<file path="config.mk">
export PLATFORM = sky130hd
export DESIGN_NAME = glyph_ink_metrics_unit
export DESIGN_NICKNAME = d
export VERILOG_FILES = /design/src/rtl/gim_pkg.sv /design/src/rtl/glyph_ink_metrics_unit.sv /design/src/rtl/gim_lane.sv /design/src/rtl/gim_merge.sv /design/src/rtl/gim_result.sv
export SDC_FILE = /design/constraint.sdc
export NUM_CORES = 1
export LEC_CHECK = 0
export BUFFER_PORTS_ARGS = -buffer_cell sky130_fd_sc_hd__buf_2
export CORE_MARGIN = 4
export CORE_UTILIZATION = 40
export CTS_CLUSTER_SIZE = 20
export DETAILED_ROUTE_END_ITERATION = 16
export PLACE_DENSITY = 0.73
export SLEW_MARGIN = 20
export SYNTH_ARGS = -nofsm -noshare
export SYNTH_HDL_FRONTEND = slang
export SYNTH_HIERARCHICAL = 1
export SYNTH_SLANG_ARGS = --single-unit
export TNS_END_PERCENT = 10
</file>
<file path="constraint.sdc">
create_clock -name clk -period 16.5 [get_ports clk]
set_input_delay 3.3 -clock clk [delete_from_list [all_inputs] [get_ports clk]]
set_output_delay 3.3 -clock clk [all_outputs]
set_load 0.02 [all_outputs]
</file>
<file path="src/rtl/gim_pkg.sv">
package gim_pkg;

  localparam int MaxWidth = 64;
  localparam int WidthBits = 7;
  localparam int ColBits = 6;
  localparam int PosBits = 3;
  localparam int LaneCnt = 8;

  localparam logic [WidthBits-1:0] WIDTH_RESET = 7'd8;
  localparam logic [WidthBits-1:0] WIDTH_MAX = 7'(MaxWidth);

  // register word addresses
  localparam logic REG_GLYPH_WIDTH = 1'b0;

  localparam logic [20:0] CP_WS_LO = 21'h02000;
  localparam logic [20:0] CP_WS_HI = 21'h0200F;
  localparam logic [20:0] CP_ASCII_HI = 21'h0007F;
  localparam logic [20:0] CP_CJK_LO = 21'h02E80;
  localparam logic [20:0] CP_CJK_HI = 21'h09FFF;
  localparam logic [20:0] CP_KANA_LO = 21'h03000;
  localparam logic [20:0] CP_KANA_HI = 21'h030FF;
  localparam logic [20:0] CP_COMPAT_LO = 21'h0F900;
  localparam logic [20:0] CP_COMPAT_HI = 21'h0FAFF;
  localparam logic [20:0] CP_FULL_LO = 21'h0FF00;
  localparam logic [20:0] CP_FULL_HI = 21'h0FF60;
  localparam logic [20:0] CP_EM_SPACE = 21'h02003;
  localparam logic [20:0] CP_EN_SPACE = 21'h02002;
  localparam logic [20:0] CP_IDEO_SPACE = 21'h03000;

  typedef struct packed {
    logic hit;
    logic [ColBits-1:0] lo_col;
    logic [ColBits-1:0] hi_col;
  } byte_ink_t;

  typedef struct packed {
    logic not_found;
    logic is_empty;
    logic [ColBits-1:0] left_ink;
    logic [WidthBits-1:0] advance;
  } glyph_res_t;

  // floor(w/3) for w below 128, reciprocal multiply
  function automatic logic [WidthBits-1:0] div3(input logic [WidthBits-1:0] w);
    logic [13:0] prod;
    prod = 14'(w) * 14'd43;
    return prod[13:7];
  endfunction

endpackage

</file>
<file path="src/rtl/glyph_ink_metrics_unit.sv">
// glyph ink metrics unit
// the input channel carries one bitmap byte per word, row by row, each row
// ceil(width/8) bytes, msb leftmost; code_point and read_ok are sampled on
// the word flagged last_byte, which ends the glyph
// the result channel gives one word per glyph: not_found, is_empty,
// left_ink and advance
// eight pixel lanes test one byte per cycle and a merge stage folds the
// inked columns into the running min/max, so one byte is taken every
// cycle but for a held last byte; the result appears in the cycle after
// its last byte is accepted and sits in an output register; while it
// waits, bytes that are not the last of a glyph are still taken, a last
// byte waits until the register is free or is being emptied in the same cycle
// glyph width is written over the apb port at byte address 0 (reset 8;
// bits 6:0 kept, values 65 to 127 act as 64); write it between glyphs or rows
// synchronous active-low reset clears the scan state and the output valid
module glyph_ink_metrics_unit
  import gim_pkg::*;
(
  input  logic        clk,
  input  logic        rst_n,
  input  logic        psel,
  input  logic        penable,
  input  logic        pwrite,
  input  logic [2:0]  paddr,
  input  logic [31:0] pwdata,
  output logic [31:0] prdata,
  output logic        pready,
  input  logic        in_valid,
  output logic        in_ready,
  input  logic [7:0]  in_pixel_byte,
  input  logic [20:0] in_code_point,
  input  logic        in_read_ok,
  input  logic        in_last_byte,
  output logic        out_valid,
  input  logic        out_ready,
  output logic        out_not_found,
  output logic        out_is_empty,
  output logic [5:0]  out_left_ink,
  output logic [6:0]  out_advance
);

  logic [WidthBits-1:0] glyph_width_r;
  logic [PosBits-1:0]   row_byte_pos_r, row_byte_pos_nxt;
  logic [WidthBits-1:0] min_col_r, min_col_nxt;
  logic [ColBits-1:0]   max_col_r, max_col_nxt;
  logic                 ink_seen_r, ink_seen_nxt;
  logic                 out_valid_r;
  glyph_res_t           res_r;

  logic [WidthBits-1:0] eff_w;
  logic [3:0]           bpr;
  logic [PosBits-1:0]   pos;
  logic [3:0]           pos_inc;
  logic [LaneCnt-1:0]   lane_hit;
  byte_ink_t            ink;
  glyph_res_t           res;
  logic                 in_fire;
  logic                 cfg_wr;

  assign pready = 1'b1;
  assign cfg_wr = psel && penable && pwrite;
  assign prdata = (paddr[2] == REG_GLYPH_WIDTH) ? {25'd0, glyph_width_r} : 32'd0;

  always_ff @(posedge clk) begin
    if (!rst_n) begin
      glyph_width_r <= WIDTH_RESET;
    end else if (cfg_wr && (paddr[2] == REG_GLYPH_WIDTH)) begin
      glyph_width_r <= pwdata[WidthBits-1:0];
    end
  end

  assign eff_w = (glyph_width_r > WIDTH_MAX) ? WIDTH_MAX : glyph_width_r;

  always_comb begin
    bpr = 4'((eff_w + WidthBits'(7)) >> 3);
    if (bpr == 4'd0) bpr = 4'd1;
  end

  // a width change may leave the row position past the row end
  assign pos = ({1'b0, row_byte_pos_r} >= bpr) ? '0 : row_byte_pos_r;
  assign pos_inc = {1'b0, pos} + 4'd1;

  for (genvar i = 0; i < LaneCnt; i++) begin : g_lane
    gim_lane u_lane (
      .lane_idx(PosBits'(i)),
      .row_pos (pos),
      .pixel   (in_pixel_byte[LaneCnt-1-i]),
      .width   (eff_w),
      .hit     (lane_hit[i])
    );
  end

  gim_merge u_merge (
    .lane_hit(lane_hit),
    .row_pos (pos),
    .ink     (ink)
  );

  always_comb begin
    min_col_nxt = min_col_r;
    max_col_nxt = max_col_r;
    if (ink.hit) begin
      if (!ink_seen_r || ({1'b0, ink.lo_col} < min_col_r)) min_col_nxt = {1'b0, ink.lo_col};
      if (!ink_seen_r || (ink.hi_col > max_col_r)) max_col_nxt = ink.hi_col;
    end
    ink_seen_nxt = ink_seen_r || ink.hit;
    row_byte_pos_nxt = (pos_inc >= bpr) ? '0 : pos_inc[PosBits-1:0];
  end

  gim_result u_result (
    .ink_seen  (ink_seen_nxt),
    .min_col   (min_col_nxt),
    .max_col   (max_col_nxt),
    .code_point(in_code_point),
    .read_ok   (in_read_ok),
    .width     (eff_w),
    .res       (res)
  );

  assign in_ready = !in_last_byte || !out_valid_r || out_ready;
  assign in_fire = in_valid && in_ready;

  always_ff @(posedge clk) begin
    if (!rst_n) begin
      row_byte_pos_r <= '0;
      min_col_r <= WIDTH_RESET;
      max_col_r <= '0;
      ink_seen_r <= 1'b0;
    end else if (in_fire) begin
      if (in_last_byte) begin
        row_byte_pos_r <= '0;
        min_col_r <= eff_w;
        max_col_r <= '0;
        ink_seen_r <= 1'b0;
      end else begin
        row_byte_pos_r <= row_byte_pos_nxt;
        min_col_r <= min_col_nxt;
        max_col_r <= max_col_nxt;
        ink_seen_r <= ink_seen_nxt;
      end
    end
  end

  always_ff @(posedge clk) begin
    if (!rst_n) begin
      out_valid_r <= 1'b0;
    end else if (in_fire && in_last_byte) begin
      out_valid_r <= 1'b1;
    end else if (out_ready) begin
      out_valid_r <= 1'b0;
    end
  end

  always_ff @(posedge clk) begin
    if (in_fire && in_last_byte) begin
      res_r <= res;
    end
  end

  assign out_valid = out_valid_r;
  assign out_not_found = res_r.not_found;
  assign out_is_empty = res_r.is_empty;
  assign out_left_ink = res_r.left_ink;
  assign out_advance = res_r.advance;

  a_ink_order: assert property (@(posedge clk) disable iff (!rst_n)
    ink_seen_r |-> ({1'b0, max_col_r} >= min_col_r))
    else $error("max column below min column");

  a_inked_found: assert property (@(posedge clk) disable iff (!rst_n)
    (out_valid && !out_is_empty) |-> !out_not_found)
    else $error("inked glyph flagged not found");

  a_empty_left: assert property (@(posedge clk) disable iff (!rst_n)
    (out_valid && out_is_empty) |-> (out_left_ink == '0))
    else $error("empty glyph with nonzero left column");

  a_glyph_clear: assert property (@(posedge clk) disable iff (!rst_n)
    (in_fire && in_last_byte) |=> (!ink_seen_r && (row_byte_pos_r == '0) && out_valid_r))
    else $error("scan state not cleared after last byte");

endmodule

</file>
<file path="src/rtl/gim_lane.sv">
module gim_lane
  import gim_pkg::*;
(
  input  logic [PosBits-1:0]   lane_idx,
  input  logic [PosBits-1:0]   row_pos,
  input  logic                 pixel,
  input  logic [WidthBits-1:0] width,
  output logic                 hit
);

  logic [ColBits-1:0] col;

  assign col = {row_pos, lane_idx};
  assign hit = pixel && ({1'b0, col} < width);

endmodule

</file>
<file path="src/rtl/gim_merge.sv">
module gim_merge
  import gim_pkg::*;
(
  input  logic [LaneCnt-1:0] lane_hit,
  input  logic [PosBits-1:0] row_pos,
  output byte_ink_t          ink
);

  logic [PosBits-1:0] lo_idx;
  logic [PosBits-1:0] hi_idx;

  // lane 0 is the leftmost pixel
  always_comb begin
    lo_idx = '0;
    hi_idx = '0;
    for (int i = LaneCnt - 1; i >= 0; i--) begin
      if (lane_hit[i]) lo_idx = PosBits'(i);
    end
    for (int i = 0; i < LaneCnt; i++) begin
      if (lane_hit[i]) hi_idx = PosBits'(i);
    end
  end

  assign ink.hit = |lane_hit;
  assign ink.lo_col = {row_pos, lo_idx};
  assign ink.hi_col = {row_pos, hi_idx};

endmodule

</file>
<file path="src/rtl/gim_result.sv">
module gim_result
  import gim_pkg::*;
(
  input  logic                 ink_seen,
  input  logic [WidthBits-1:0] min_col,
  input  logic [ColBits-1:0]   max_col,
  input  logic [20:0]          code_point,
  input  logic                 read_ok,
  input  logic [WidthBits-1:0] width,
  output glyph_res_t           res
);

  logic empty;
  logic ws;
  logic full;
  logic [WidthBits:0] content;

  assign empty = !read_ok || !ink_seen;
  assign ws = (code_point >= CP_WS_LO) && (code_point <= CP_WS_HI);
  assign full = ((code_point >= CP_CJK_LO) && (code_point <= CP_CJK_HI)) ||
                ((code_point >= CP_KANA_LO) && (code_point <= CP_KANA_HI)) ||
                ((code_point >= CP_COMPAT_LO) && (code_point <= CP_COMPAT_HI)) ||
                ((code_point >= CP_FULL_LO) && (code_point <= CP_FULL_HI));
  assign content = {2'b00, max_col} - {1'b0, min_col} + (WidthBits+1)'(3);

  always_comb begin
    res.not_found = !read_ok || (empty && !ws && (code_point > CP_ASCII_HI));
    res.is_empty = empty;
    res.left_ink = empty ? '0 : min_col[ColBits-1:0];
    if (!empty) begin
      if (full) res.advance = width;
      else if (content > {1'b0, width}) res.advance = width;
      else res.advance = content[WidthBits-1:0];
    end else if (ws) begin
      if (code_point == CP_EM_SPACE) res.advance = width;
      else if (code_point == CP_EN_SPACE) res.advance = width >> 1;
      // ideographic space sits outside the space range, never taken
      else if (code_point == CP_IDEO_SPACE) res.advance = width;
      else res.advance = div3(width);
    end else begin
      res.advance = div3(width);
    end
  end

endmodule

</file>
Yosys cells after proc, flatten, opt, wreduce, memory -nomap -nowiden:

Cells that the tools add are included.

* register bits after elaboration: 40
* bits of input ports: 73
* output and inout bits: 50
* word-level logic and storage cells: 120

* $add $sub $neg: 4
* $mul: 1
* order comparisons: 25
* equality and inequality tests: 3
* muxes and demuxes: 37
* bitwise gates (word level): 1
* reduce and logical (&&, ||, !) cells: 39

Operators with widths (count)
* $mux W7: 12
* $eq A21 B14 Y1 const B: 3
* $ge A21 B14 Y1 const B: 3
* $le A21 B16 Y1 const B: 3
* $lt A6 B7 Y1: 9
* $mux W3: 15
* $ge A21 B16 Y1 const B: 2
* $le A21 B14 Y1 const B: 2
* $gt A21 B7 Y1 const B: 1
* $logic_and A1 B1 Y1: 20
* $mux W6: 3
* $mul A7 B6 Y13 const B: 1
* $logic_or A1 B1 Y1: 10
* $add A8 B2 Y8 const B: 1
* $gt A8 B7 Y1: 1
* $reduce_or A8 Y1: 1
* $sub A6 B7 Y8: 1
* $add A7 B3 Y7 const B: 1
* $gt A7 B7 Y1 const B: 1
* $gt A6 B6 Y1: 1
* $logic_not A1 Y1: 6
* $add A3 B1 Y4 const B: 1
* $ge A3 B4 Y1: 1
* $ge A4 B4 Y1: 1
* other kinds (6): 10

Longest topological paths before layout:

Gate-level depths: netlist (run 1).

* depth in word-level cells: 27
* mapped depth: 42
* depth with buffers taken out: 42

Hierarchy:

The synthesis (run 1) kept the hierarchy.

By module, submodules not included
* glyph_ink_metrics_unit: times used 1, cells each 266, area an instance 2497.4 um2, sequential area each 950.9 um2
* gim_result: times used 1, cells each 244, area an instance 1814.2 um2, sequential area each 0.0 um2
* gim_lane: times used 8, cells each 21, area an instance 137.6 um2, sequential area each 0.0 um2
* gim_merge: times used 1, cells each 25, area an instance 170.2 um2, sequential area each 0.0 um2

Least setup slack after synthesis (run 1):

No wires, ideal clock.

* kind: in2reg
* from: input port in_pixel_byte[5]
* to: register res_r, in the netlist out_advance[3] (data pin)
* setup time: 273 ps
* data arrival time: 8308 ps
* required time: 16227 ps
* setup slack: 7919 ps
* cell stages on the path: 27
* path buffers: 0
* cells stage by stage: o221ai_1 -> a21oi_1 -> nor2_1 -> o31ai_1 -> ha_1 -> nor2b_1 -> o21ai_0 -> a21oi_2 -> o211ai_4 -> mux2_2 -> ha_1 -> ha_1 -> inv_1 -> fa_1 -> inv_1 -> a21oi_1 -> nor2_1 -> nor2_1 -> xnor2_1 -> ha_1 -> a21o_1 -> a21oi_1 -> nor2b_1 -> a21boi_0 -> a211oi_2 -> mux2i_1 -> a22oi_1

RTL lines
* from (decl): line glyph_ink_metrics_unit.sv:30 `input logic [7:0] in_pixel_byte,`
* to (signal assigned): line glyph_ink_metrics_unit.sv:156 `res_r <= res;`
* to (decl): line glyph_ink_metrics_unit.sv:48 `glyph_res_t res_r;`

==> flow_summary.ini, run 1 <==
[synth]
synth_seq_cells = 40
syn_area_sq_um = 5580
synth_most_common_cell = inv_1
ys_types = 70
syn_inst = 703
yosys-top-cells-count = 109 x inv_1, 107 x ha_1, 56 x nand2_1
synth_edf_count = 15
synth-warning-count = 6
async_reset_ff_share_pct = 0
synthFlopType = dfxtp_1
synth_top_area_cell = ha_1
avgSynthCellArea_sq_um = 7.94
synth_top_cell_area_share_pct = 24.0
ys_seq_area_share_pct = 17.0
synthTopCellsByArea = ha_1 24%, dfxtp_1 9.0%, edfxtp_1 8.1%

[timing]
finalSetupTns_ns = 0
slew_headroom_pct = 41.0
fmax_mhz = 108
setup_ws_ns = 7.25
maxSlewViolCount = 0
setup_violations = 0
hold_viol = 0
final.setup_skew_ns = 0.00481
tightestPinTransition_ns = 0.882
rsz0062_at_grt = no
finalCriticalPeriod_ns = 9.25
finalHoldWorstSlack_ns = 0.481
min_period_over_period_pct = 56.1

[worst_setup_path]
worstSetupPathType = input pin to register
worstRegToRegCells = 39
crit_top_cell = ha_1
critPathSlowestCell = a211oi_2
path_depth = 28
startpoint_type = input pin
cp_max_fo = 9
cp-end-kind = register
crit_buf_inv = 3
arrival_ns = 9.27
cp.required_ns = 16.51
critPathTopFamily = compound AO/OA/AOI/OAI gates
max_stage_delay_ns = 0.62

[floorplanning]
io-pin-count = 123
start_util_pct = 41.5
die_w_um = 126
die-area_sq_um = 15900
rows = 42
coreArea_sq_um = 13500
dieHeight_um = 126

[clock_network]
path_clk_slew_ns = 0.06
cts_hold_buf = 0
clock_path_buffers = 2
cts.sinks = 40
cts_buffers = 5
cts_tree = built
cts_setup_buffers = 0
root_buffer = clkbuf_16
htreeDepth = 2
cts_resized = 0
insertion_delay_ns = 0.28

[route]
drc = 0
top_layer_used = met4
drt-initial-drc-count = 182
met2_length_um = 6280
ant_nets = 0
wl_per_cell_um = 13.5
wl_met1_um = 5960
wl_met3_um = 654
routed_wirelength_um = 13000
dr.pass1.iters = 6
num_vias = 4956
viasPerCell = 5.14

[min_path]
hold_depth = 2
holdCritPathClass = register to register

[status]
outcome = completed

[finish]
fin_util_pct = 46.4
fillCellCount = 1396
drive_gt1_share_pct = 14.8
num-nets-final = 975
finalNonFillerCells = 965
antenna_cells = 0
area_growth_pct = 11.9

[global_routing]
grt_start_max_net_pins = 38
grt_antenna_before_repair = 0
grt_overflow = 0
grt_first_pass_wirelength_um = 21700
grt_usage_pct = 16.2
grt_pass1_vias = 4696

[job]
cap_violations = 0

[place]
gp_congestion = 0.863
numPortBuffers = 69
dp_hpwl_um = 10100
dp_slack_ns = 6.98
dp_cells = 957

[power]
power_density_nw_per_um2 = 56.0
cellLeakagePower_uw = 0.00305
irDropWorstVdd_uv = 38.4
## worst min-delay path, delay by kind of cell, from the launching register on
| family | cells | cell delay, ns |
|---|---|---|
| flops | 1 | 0.32 |
| mux | 1 | 0.06 |
| simple gates | 1 | 0.06 |
## registers in the layout (all words and copies together), names as in the netlist
register,flops
out_valid,1
glyph_width_r,7
out_advance,7
out_is_empty,1
out_left_ink,6
min_col_r,7
ink_seen_r,1
out_not_found,1
row_byte_pos_r,3
max_col_r,6
## power by group
group          switching [uW]  internal [uW]  leakage (uW)
sequential               2.43            108      0.000347
combinational            75.9           50.8       0.00262
clock                    41.4           71.2     0.0000841
total                     120            230       0.00305
## layer usage
metal | GRT usage (%) | vias up
met5 | 0 | -
met3 | 2.37 | 11
li1 | - | 2535
met4 | 3.22 | 0
met1 | 20.6 | 2287
met2 | 29.2 | 123
## area by class of cell
class | instances | area, sq um | share of cell area, %
Clock buffer | 5 | 125 | 2.00
Sequential cell | 40 | 951 | 15.2
Multi-Input combinational cell | 552 | 4080 | 65.4
Timing Repair Buffer | 77 | 405 | 6.49
Tap cell | 176 | 220 | 3.52
Inverter | 112 | 420 | 6.73
Clock inverter | 3 | 41.3 | 0.661
## logic make-up after synthesis
| family | count (synthesis) | synth area share, % |
|---|---|---|
| flip-flops | 40 | 17.0 |
| buffers and inverters | 159 | 13.1 |
| adder cells (fa/ha/maj) | 114 | 26.5 |
| AO/OA/AOI/OAI | 139 | 16.7 |
| other | 2 | 0.135 |
| XOR/XNOR | 11 | 1.73 |
| AND/OR/NAND/NOR | 208 | 19.2 |
| multiplexers | 30 | 5.60 |
## through the flow
step,instance area [sq um],total power (uW)
floorplan,5760,212
global placement,6080,236
detailed placement,6080,238
CTS,6250,350
global route,6250,371
finish,6250,350
## cells in the final DEF (no fill, tap or decap), types with 4 or more instances in the layout
cell type / synthesis / layout
nand3_1: 14 / 14
fa_1: 7 / 7
a22oi_1: 6 / 6
clkbuf_16: 0 / 5
buf_4: 33 / 8
dfxtp_1: 25 / 25
nand2b_1: 15 / 15
buf_2: 4 / 69
ha_1: 107 / 107
edfxtp_1: 15 / 15
nand4_1: 7 / 7
nor4_1: 4 / 4
o21ai_0: 23 / 23
inv_1: 109 / 109
and3_1: 4 / 4
a21oi_1: 52 / 52
nor2_1: 42 / 42
nor2b_1: 30 / 28
o221ai_1: 10 / 10
mux2_2: 10 / 10
nand2_1: 56 / 56
mux2i_1: 20 / 20
a21o_1: 4 / 4
a31oi_1: 4 / 4
nor3_1: 10 / 10
xnor2_1: 8 / 8
conb_1: 2 / 50
## final timing paths
path,start,slack [ns],endpoint
setup / recovery,in_pixel_byte[5],7.25,out_advance[4]
hold / removal,max_col_r[3],0.48,max_col_r[3]
setup reg to reg,glyph_width_r[3],7.55,out_advance[4]
hold reg to reg,max_col_r[3],0.48,max_col_r[3]
(Power assumes the default switching activity.)
==> run 2, diff against run 1 <==
--- a/config.mk
+++ b/config.mk
@@ -5,12 +5,13 @@
 export SDC_FILE = /design/constraint.sdc
 export NUM_CORES = 1
 export LEC_CHECK = 0
+export ABC_AREA = 1
 export BUFFER_PORTS_ARGS = -buffer_cell sky130_fd_sc_hd__buf_2
 export CORE_MARGIN = 4
 export CORE_UTILIZATION = 40
 export CTS_CLUSTER_SIZE = 20
 export DETAILED_ROUTE_END_ITERATION = 16
-export PLACE_DENSITY = 0.73
+export PLACE_DENSITY = 0.74
 export SLEW_MARGIN = 20
 export SYNTH_ARGS = -nofsm -noshare
 export SYNTH_HDL_FRONTEND = slang
==> constraint.sdc (replaced) <==
create_clock -name clk -period 8.1 [get_ports clk]
set_input_delay 1.62 -clock clk [delete_from_list [all_inputs] [get_ports clk]]
set_output_delay 1.62 -clock clk [all_outputs]
set_load 0.02 [all_outputs]
==> run 2 against run 1 <==
Utilization grew 0.084 points; clock power rose by 100%; sequential share of layout area fell by 2.3 points; global-route usage fell by 0.11 points; non-clock buffer count up 6; critical endpoint is now out_advance[0]; routed wire length up 12%; area after synthesis up 15%; via count grew 22%; sequential power up 110%; synthesized cell count rose by 43%; worst setup slack lost 6.7 ns; register-to-register slack worse by 7.0 ns.
==> flow_summary.ini, run 2 <==
[worst_setup_path]
reg2reg_from = glyph_width_r[0]
worstRegToRegCells = 59
cp.required_ns = 8.14
max_stage_delay_ns = 0.37
startpoint_type = register
r2r_setup_slack_ns = 0.54
cp_max_fo = 7
arrival_ns = 7.60
cp-end-kind = register
r2r-end = out_advance[0]
worstSetupPathType = register to register
crit_top_cell = nand2_1
critPathSlowestCell = fa_2

[power]
switchingPower_uw = 400
irDropWorstVdd_uv = 99.7
swShare_pct = 40.7
cellLeakagePower_uw = 0.00410
seq_power_share_pct = 23.8
combPwrFrac_pct = 52.8
clockPowerShare_pct = 23.4
power_density_nw_per_um2 = 133
p_int_uw = 582

[clock_network]
cts_tree = built
cts_buffers = 5
root_buffer = clkbuf_16
cts_hold_buf = 0
htreeDepth = 2
clock_path_buffers = 2
cts.sinks = 40
path_clk_slew_ns = 0.07
insertion_delay_ns = 0.29

[synth]
synth-warning-count = 6
synth_seq_cells = 40
synth_top_cell_area_share_pct = 20.8
ys_types = 49
synth_top_area_cell = ha_1
syn_inst = 1003
yosys-top-cells-count = 251 x nand2_1, 227 x inv_1, 107 x ha_1
async_reset_ff_share_pct = 0
synthTopCellsByArea = ha_1 21%, nand2_1 15%, inv_1 13%
synth_edf_count = 15
syn_area_sq_um = 6440
synth_most_common_cell = nand2_1
ys_seq_area_share_pct = 14.8
synthFlopType = dfxtp_1
avgSynthCellArea_sq_um = 6.42

[global_routing]
met3_usage_pct = 1.49
grt_antenna_before_repair = 0
grt_start_max_net_pins = 25
grtUsageMet2_pct = 29.4
grt_first_pass_wirelength_um = 24700
grt_usage_pct = 16.1
busiest_layer = met2
grt_overflow = 0
use_met1_pct = 20.5
grt_pass1_vias = 5634

[route]
dr.pass1.iters = 5
num_vias = 6034
wl_per_cell_um = 11.1
routed_wirelength_um = 14600
drt-initial-drc-count = 345
viasPerCell = 4.58
drc = 0
ant_nets = 0

[finish]
antenna_cells = 0
final_common_cell = nand2_1
area_growth_pct = 14.3
num-nets-final = 1287
final_cell_mix = 250 x nand2_1, 224 x inv_1, 102 x ha_1, 69 x buf_2, 60 x nor2_1
fillCellCount = 1558
drive_gt1_share_pct = 17.1
postLayoutCellArea_sq_um = 7360

[status]
outcome = completed

[floorplanning]
dieHeight_um = 135
rows = 46
io-pin-count = 123
start_util_pct = 40.7
coreArea_sq_um = 15800
die-area_sq_um = 18200
die_w_um = 135

[timing]
final.setup_skew_ns = 0.0130
setup_violations = 0
slew_headroom_pct = 48.5
fmax_mhz = 132
finalHoldWorstSlack_ns = 0.466
hold_viol = 0
tightestPinTransition_ns = 0.771
maxSlewViolCount = 0
min_period_over_period_pct = 93.3
finalCriticalPeriod_ns = 7.56

[place]
dp_hpwl_um = 11400
place_area_sq_um = 6990
gp_congestion = 0.855
numPortBuffers = 69

[min_path]
hold_depth = 2
holdCritPathClass = register to register
worstHoldStart = max_col_r[1]
holdPathEnd = max_col_r[1]

[job]
cap_violations = 0
==> run 2: cell count changes in the layout (fill, tap and decap cells not counted), moves of 10 or more <==
| cell | previous run | this run |
|---|---|---|
| nand2_1 | 56 | 250 |
| nand2b_1 | 15 | 0 |
| nor2b_1 | 28 | 0 |
| nand3_1 | 14 | 58 |
| nand2_2 | 1 | 15 |
| o221ai_1 | 10 | 0 |
| inv_2 | 1 | 12 |
| nor2_1 | 42 | 60 |
| mux2_2 | 10 | 0 |
| nand2_4 | 0 | 11 |
| a21oi_2 | 1 | 21 |
| mux2i_1 | 20 | 0 |
| inv_1 | 109 | 224 |
==> run 2: how the worst max path moves through the flow <==
| stage | startpoint | endpoint | cells past startpoint |
|---|---|---|---|
| floorplan | glyph_width_r[6] | out_advance[4] | 49 |
| global placement | glyph_width_r[0] | out_advance[0] | 55 |
| detailed placement | glyph_width_r[0] | out_advance[0] | 55 |
| CTS | glyph_width_r[0] | out_advance[3] | 55 |
| global route | glyph_width_r[0] | out_advance[1] | 57 |
| finish | glyph_width_r[0] | out_advance[0] | 59 |
==> run 2: critical path, delay by kind of cell, from the launching register on <==
kind            cells  cell delay, ns
buf+inv            11            0.96
fa+ha+maj           7            1.86
compound gates      9            1.38
flops               1            0.33
xor+xnor            1            0.17
simple gates       31            2.58
==> run 2: cells by family after synthesis <==
| group | after synthesis | synth area share [%] |
|---|---|---|
| AND/OR/NAND/NOR | 444 | 31.3 |
| buffers and inverters | 283 | 18.7 |
| AO/OA/AOI/OAI | 113 | 11.2 |
| other | 2 | 0.117 |
| flip-flops | 40 | 14.8 |
| adder cells (fa/ha/maj) | 114 | 23.0 |
| XOR/XNOR | 7 | 0.952 |
==> run 2: final cells by class <==
cell class                 instances  area (sq um)  area share (%)
clock buffer                       6           129            1.75
clock inverter                     2          35.0           0.476
inverter                         241           922            12.5
multi-input combinational        728          4580            62.2
sequential                        40           951            12.9
tap                              216           270            3.67
timing repair buffer              83           467            6.34
timing repair inverter             1          7.51           0.102
==> run 2: routing by layer <==
metal  vias to the layer above  part of all wire, %
met5                         -                    0
met4                         0                  1.5
met1                      2666                   46
met3                        17                  3.9
li1                       3239                    -
met2                       112                   49
==> run 2: per-stage QoR <==
stage	setup WS (ns)	TNS, ns	total power, uW	std cells	utilization, %
3_5_place_dp	0.559	0	695	1300	44.2
2_1_floorplan	1.19	0	609	1051	-
6_report	0.543	0	982	1317	46.5
3_3_place_gp	0.656	0	686	1300	44.2
4_1_cts	0.471	0	933	1308	45.2
5_1_grt	-0.0411	-0.118	1070	1317	46.5
==> run 2: power groups by stage <==
stage / registers, uW / clock network [uW] / logic, uW
2_1_floorplan: 249 / 0 / 360
3_3_place_gp: 238 / 0 / 448
3_5_place_dp: 238 / 0 / 457
4_1_cts: 234 / 235 / 464
5_1_grt: 235 / 240 / 594
6_report: 234 / 230 / 519
==> run 2: timing repair <==
action / CTS / global route
setup endpoints to repair: 0 / 7
buffers inserted: 0 / 8
resized for setup: 0 / 20
==> run 3, diff against run 2 <==
--- a/config.mk
+++ b/config.mk
@@ -11,7 +11,7 @@
 export CORE_UTILIZATION = 40
 export CTS_CLUSTER_SIZE = 20
 export DETAILED_ROUTE_END_ITERATION = 16
-export PLACE_DENSITY = 0.74
+export SKIP_LAST_GASP = 1
 export SLEW_MARGIN = 20
 export SYNTH_ARGS = -nofsm -noshare
 export SYNTH_HDL_FRONTEND = slang
==> run 3 against run 2 <==
Non-clock buffer count rose by 3; combinational power down 8.9%; register-to-register slack better by 0.19 ns; die area unchanged; design area is essentially flat; cell count grew 0.15%; sequential power about the same; count of clock-buffer cells in the layout stayed put; sequential share of layout area barely moved; worst hold slack hardly changed; worst setup slack improved by 0.19 ns; clock power shrank 8%; largest cell class unchanged.
==> flow_summary.ini, run 3 (synthesized netlist as in run 2, its figures left out) <==
[worst_setup_path]
reg2reg_from = glyph_width_r[0]
critPathTopFamily = simple AND/OR/NAND/NOR gates
worstRegToRegCells = 56
cp.required_ns = 8.13
critPathSlowestCell = fa_2
crit_top_cell = nand2_1
worstSetupPathType = register to register
cp-end-kind = register
r2r_setup_slack_ns = 0.74
crit_buf_inv = 8
startpoint_type = register
cp_max_fo = 8
arrival_ns = 7.39
r2r-end = out_advance[0]
max_stage_delay_ns = 0.37

[finish]
multiInputGateArea_sq_um = 4580
final_cell_mix = 248 x nand2_1, 223 x inv_1, 103 x ha_1, 70 x buf_2, 59 x nor2_1
drive_gt1_share_pct = 17.6
area_growth_pct = 14.3
fin_util_pct = 46.5
antenna_cells = 0
postLayoutCellArea_sq_um = 7360
seqCellArea_sq_um = 951
final_common_cell = nand2_1
fillCellCount = 1677
num-nets-final = 1289

[floorplanning]
dieHeight_um = 135
die-area_sq_um = 18200
die_w_um = 135
rows = 46
start_util_pct = 40.7
io-pin-count = 123
coreArea_sq_um = 15800

[place]
place_area_sq_um = 7000
dp_slack_ns = 0.474
gp_congestion = 0.851
numPortBuffers = 69
dp_hpwl_um = 11500

[job]
cap_violations = 0

[min_path]
worstHoldStart = max_col_r[5]
hold_depth = 2
holdPathEnd = max_col_r[5]
holdCritPathClass = register to register

[global_routing]
grt_overflow = 0
grt_start_max_net_pins = 26
grt_first_pass_wirelength_um = 24000
grt_antenna_before_repair = 0
grt_pass1_vias = 5179
grt_usage_pct = 15.9

[clock_network]
cts_hold_buf = 0
insertion_delay_ns = 0.29
cts_tree = built
root_buffer = clkbuf_16
clock_path_buffers = 2
htreeDepth = 2
cts_buffers = 5
cts.sinks = 40
path_clk_slew_ns = 0.07

[timing]
tightestPinTransition_ns = 0.723
finalCriticalPeriod_ns = 7.36
slew_headroom_pct = 51.7
maxSlewViolCount = 0
setup_ws_ns = 0.737
min_period_over_period_pct = 90.9
final.setup_skew_ns = 0.0118
hold_viol = 0
finalSetupTns_ns = 0
setup_violations = 0
fmax_mhz = 136

[power]
cellLeakagePower_uw = 0.00411
finalPower_uw = 917
power_density_nw_per_um2 = 125
irDropWorstVdd_uv = 99.5

[route]
routed_wirelength_um = 14700
wl_per_cell_um = 11.2
num_vias = 5932
viasPerCell = 4.50
ant_nets = 0
drt-initial-drc-count = 244
dr.pass1.iters = 4
drc = 0

[status]
outcome = completed
[run 3: cell types whose count changed in the layout (fill, tap and decap cells not counted), sizes merged]
cell      delta
clkinvlp     -1
inv          +2
bufinv       -1
clkinv       -1
buf          +3
[run 3: report_power, final]
part / internal [uW] / total (uW) / leakage [uW] / switching [uW]
Combinational: 179 / 473 / 0.00369 / 294
Sequential: 228 / 233 / 0.000347 / 5.07
Clock: 123 / 211 / 0.0000777 / 87.6
[run 3: area by class of cell]
cell class | instances | share of cell area, %
multi-input combinational | 728 | 62.3
tap | 216 | 3.67
clock buffer | 6 | 1.89
inverter | 241 | 12.5
timing repair buffer | 86 | 6.56
clock inverter | 2 | 0.170
sequential | 40 | 12.9
[run 3: repair_timing]
item | CTS | global route
endpoints found under the setup margin | 0 | 7
setup buffers | 0 | 10
resized for setup | 0 | 23
[run 3: metal layers]
metal  global-route usage, %  up-vias  wire length [um]
met3                    1.64        7               442
li1                        -     3244                 -
met5                       0        -                 0
met2                    27.5       89              6910
met1                    21.6     2592              7250
met4                    3.00        0               133
[run 3: worst max-delay path by stage]
stage / startpoint / end / depth (start not counted)
after floorplan: glyph_width_r[6] / out_advance[4] / 49
after global placement: glyph_width_r[0] / out_advance[0] / 55
after detailed placement: glyph_width_r[0] / out_advance[1] / 55
after CTS: glyph_width_r[0] / out_advance[0] / 56
after global routing: glyph_width_r[0] / out_advance[0] / 56
final: glyph_width_r[0] / out_advance[0] / 56
[run 3: per-stage QoR]
stage | hold slack [ns] | std cells
after floorplan | 0.444 | 1051
after global placement | 0.455 | 1301
after detailed placement | 0.457 | 1301
after CTS | 0.468 | 1309
after global routing | 0.492 | 1319
final | 0.466 | 1319
[run 3: tightest hold or removal path: stages, from the launching register on]
cell and delay (ns):
dfxtp_1 0.31, nand2_1 0.06, a21oi_1 0.05
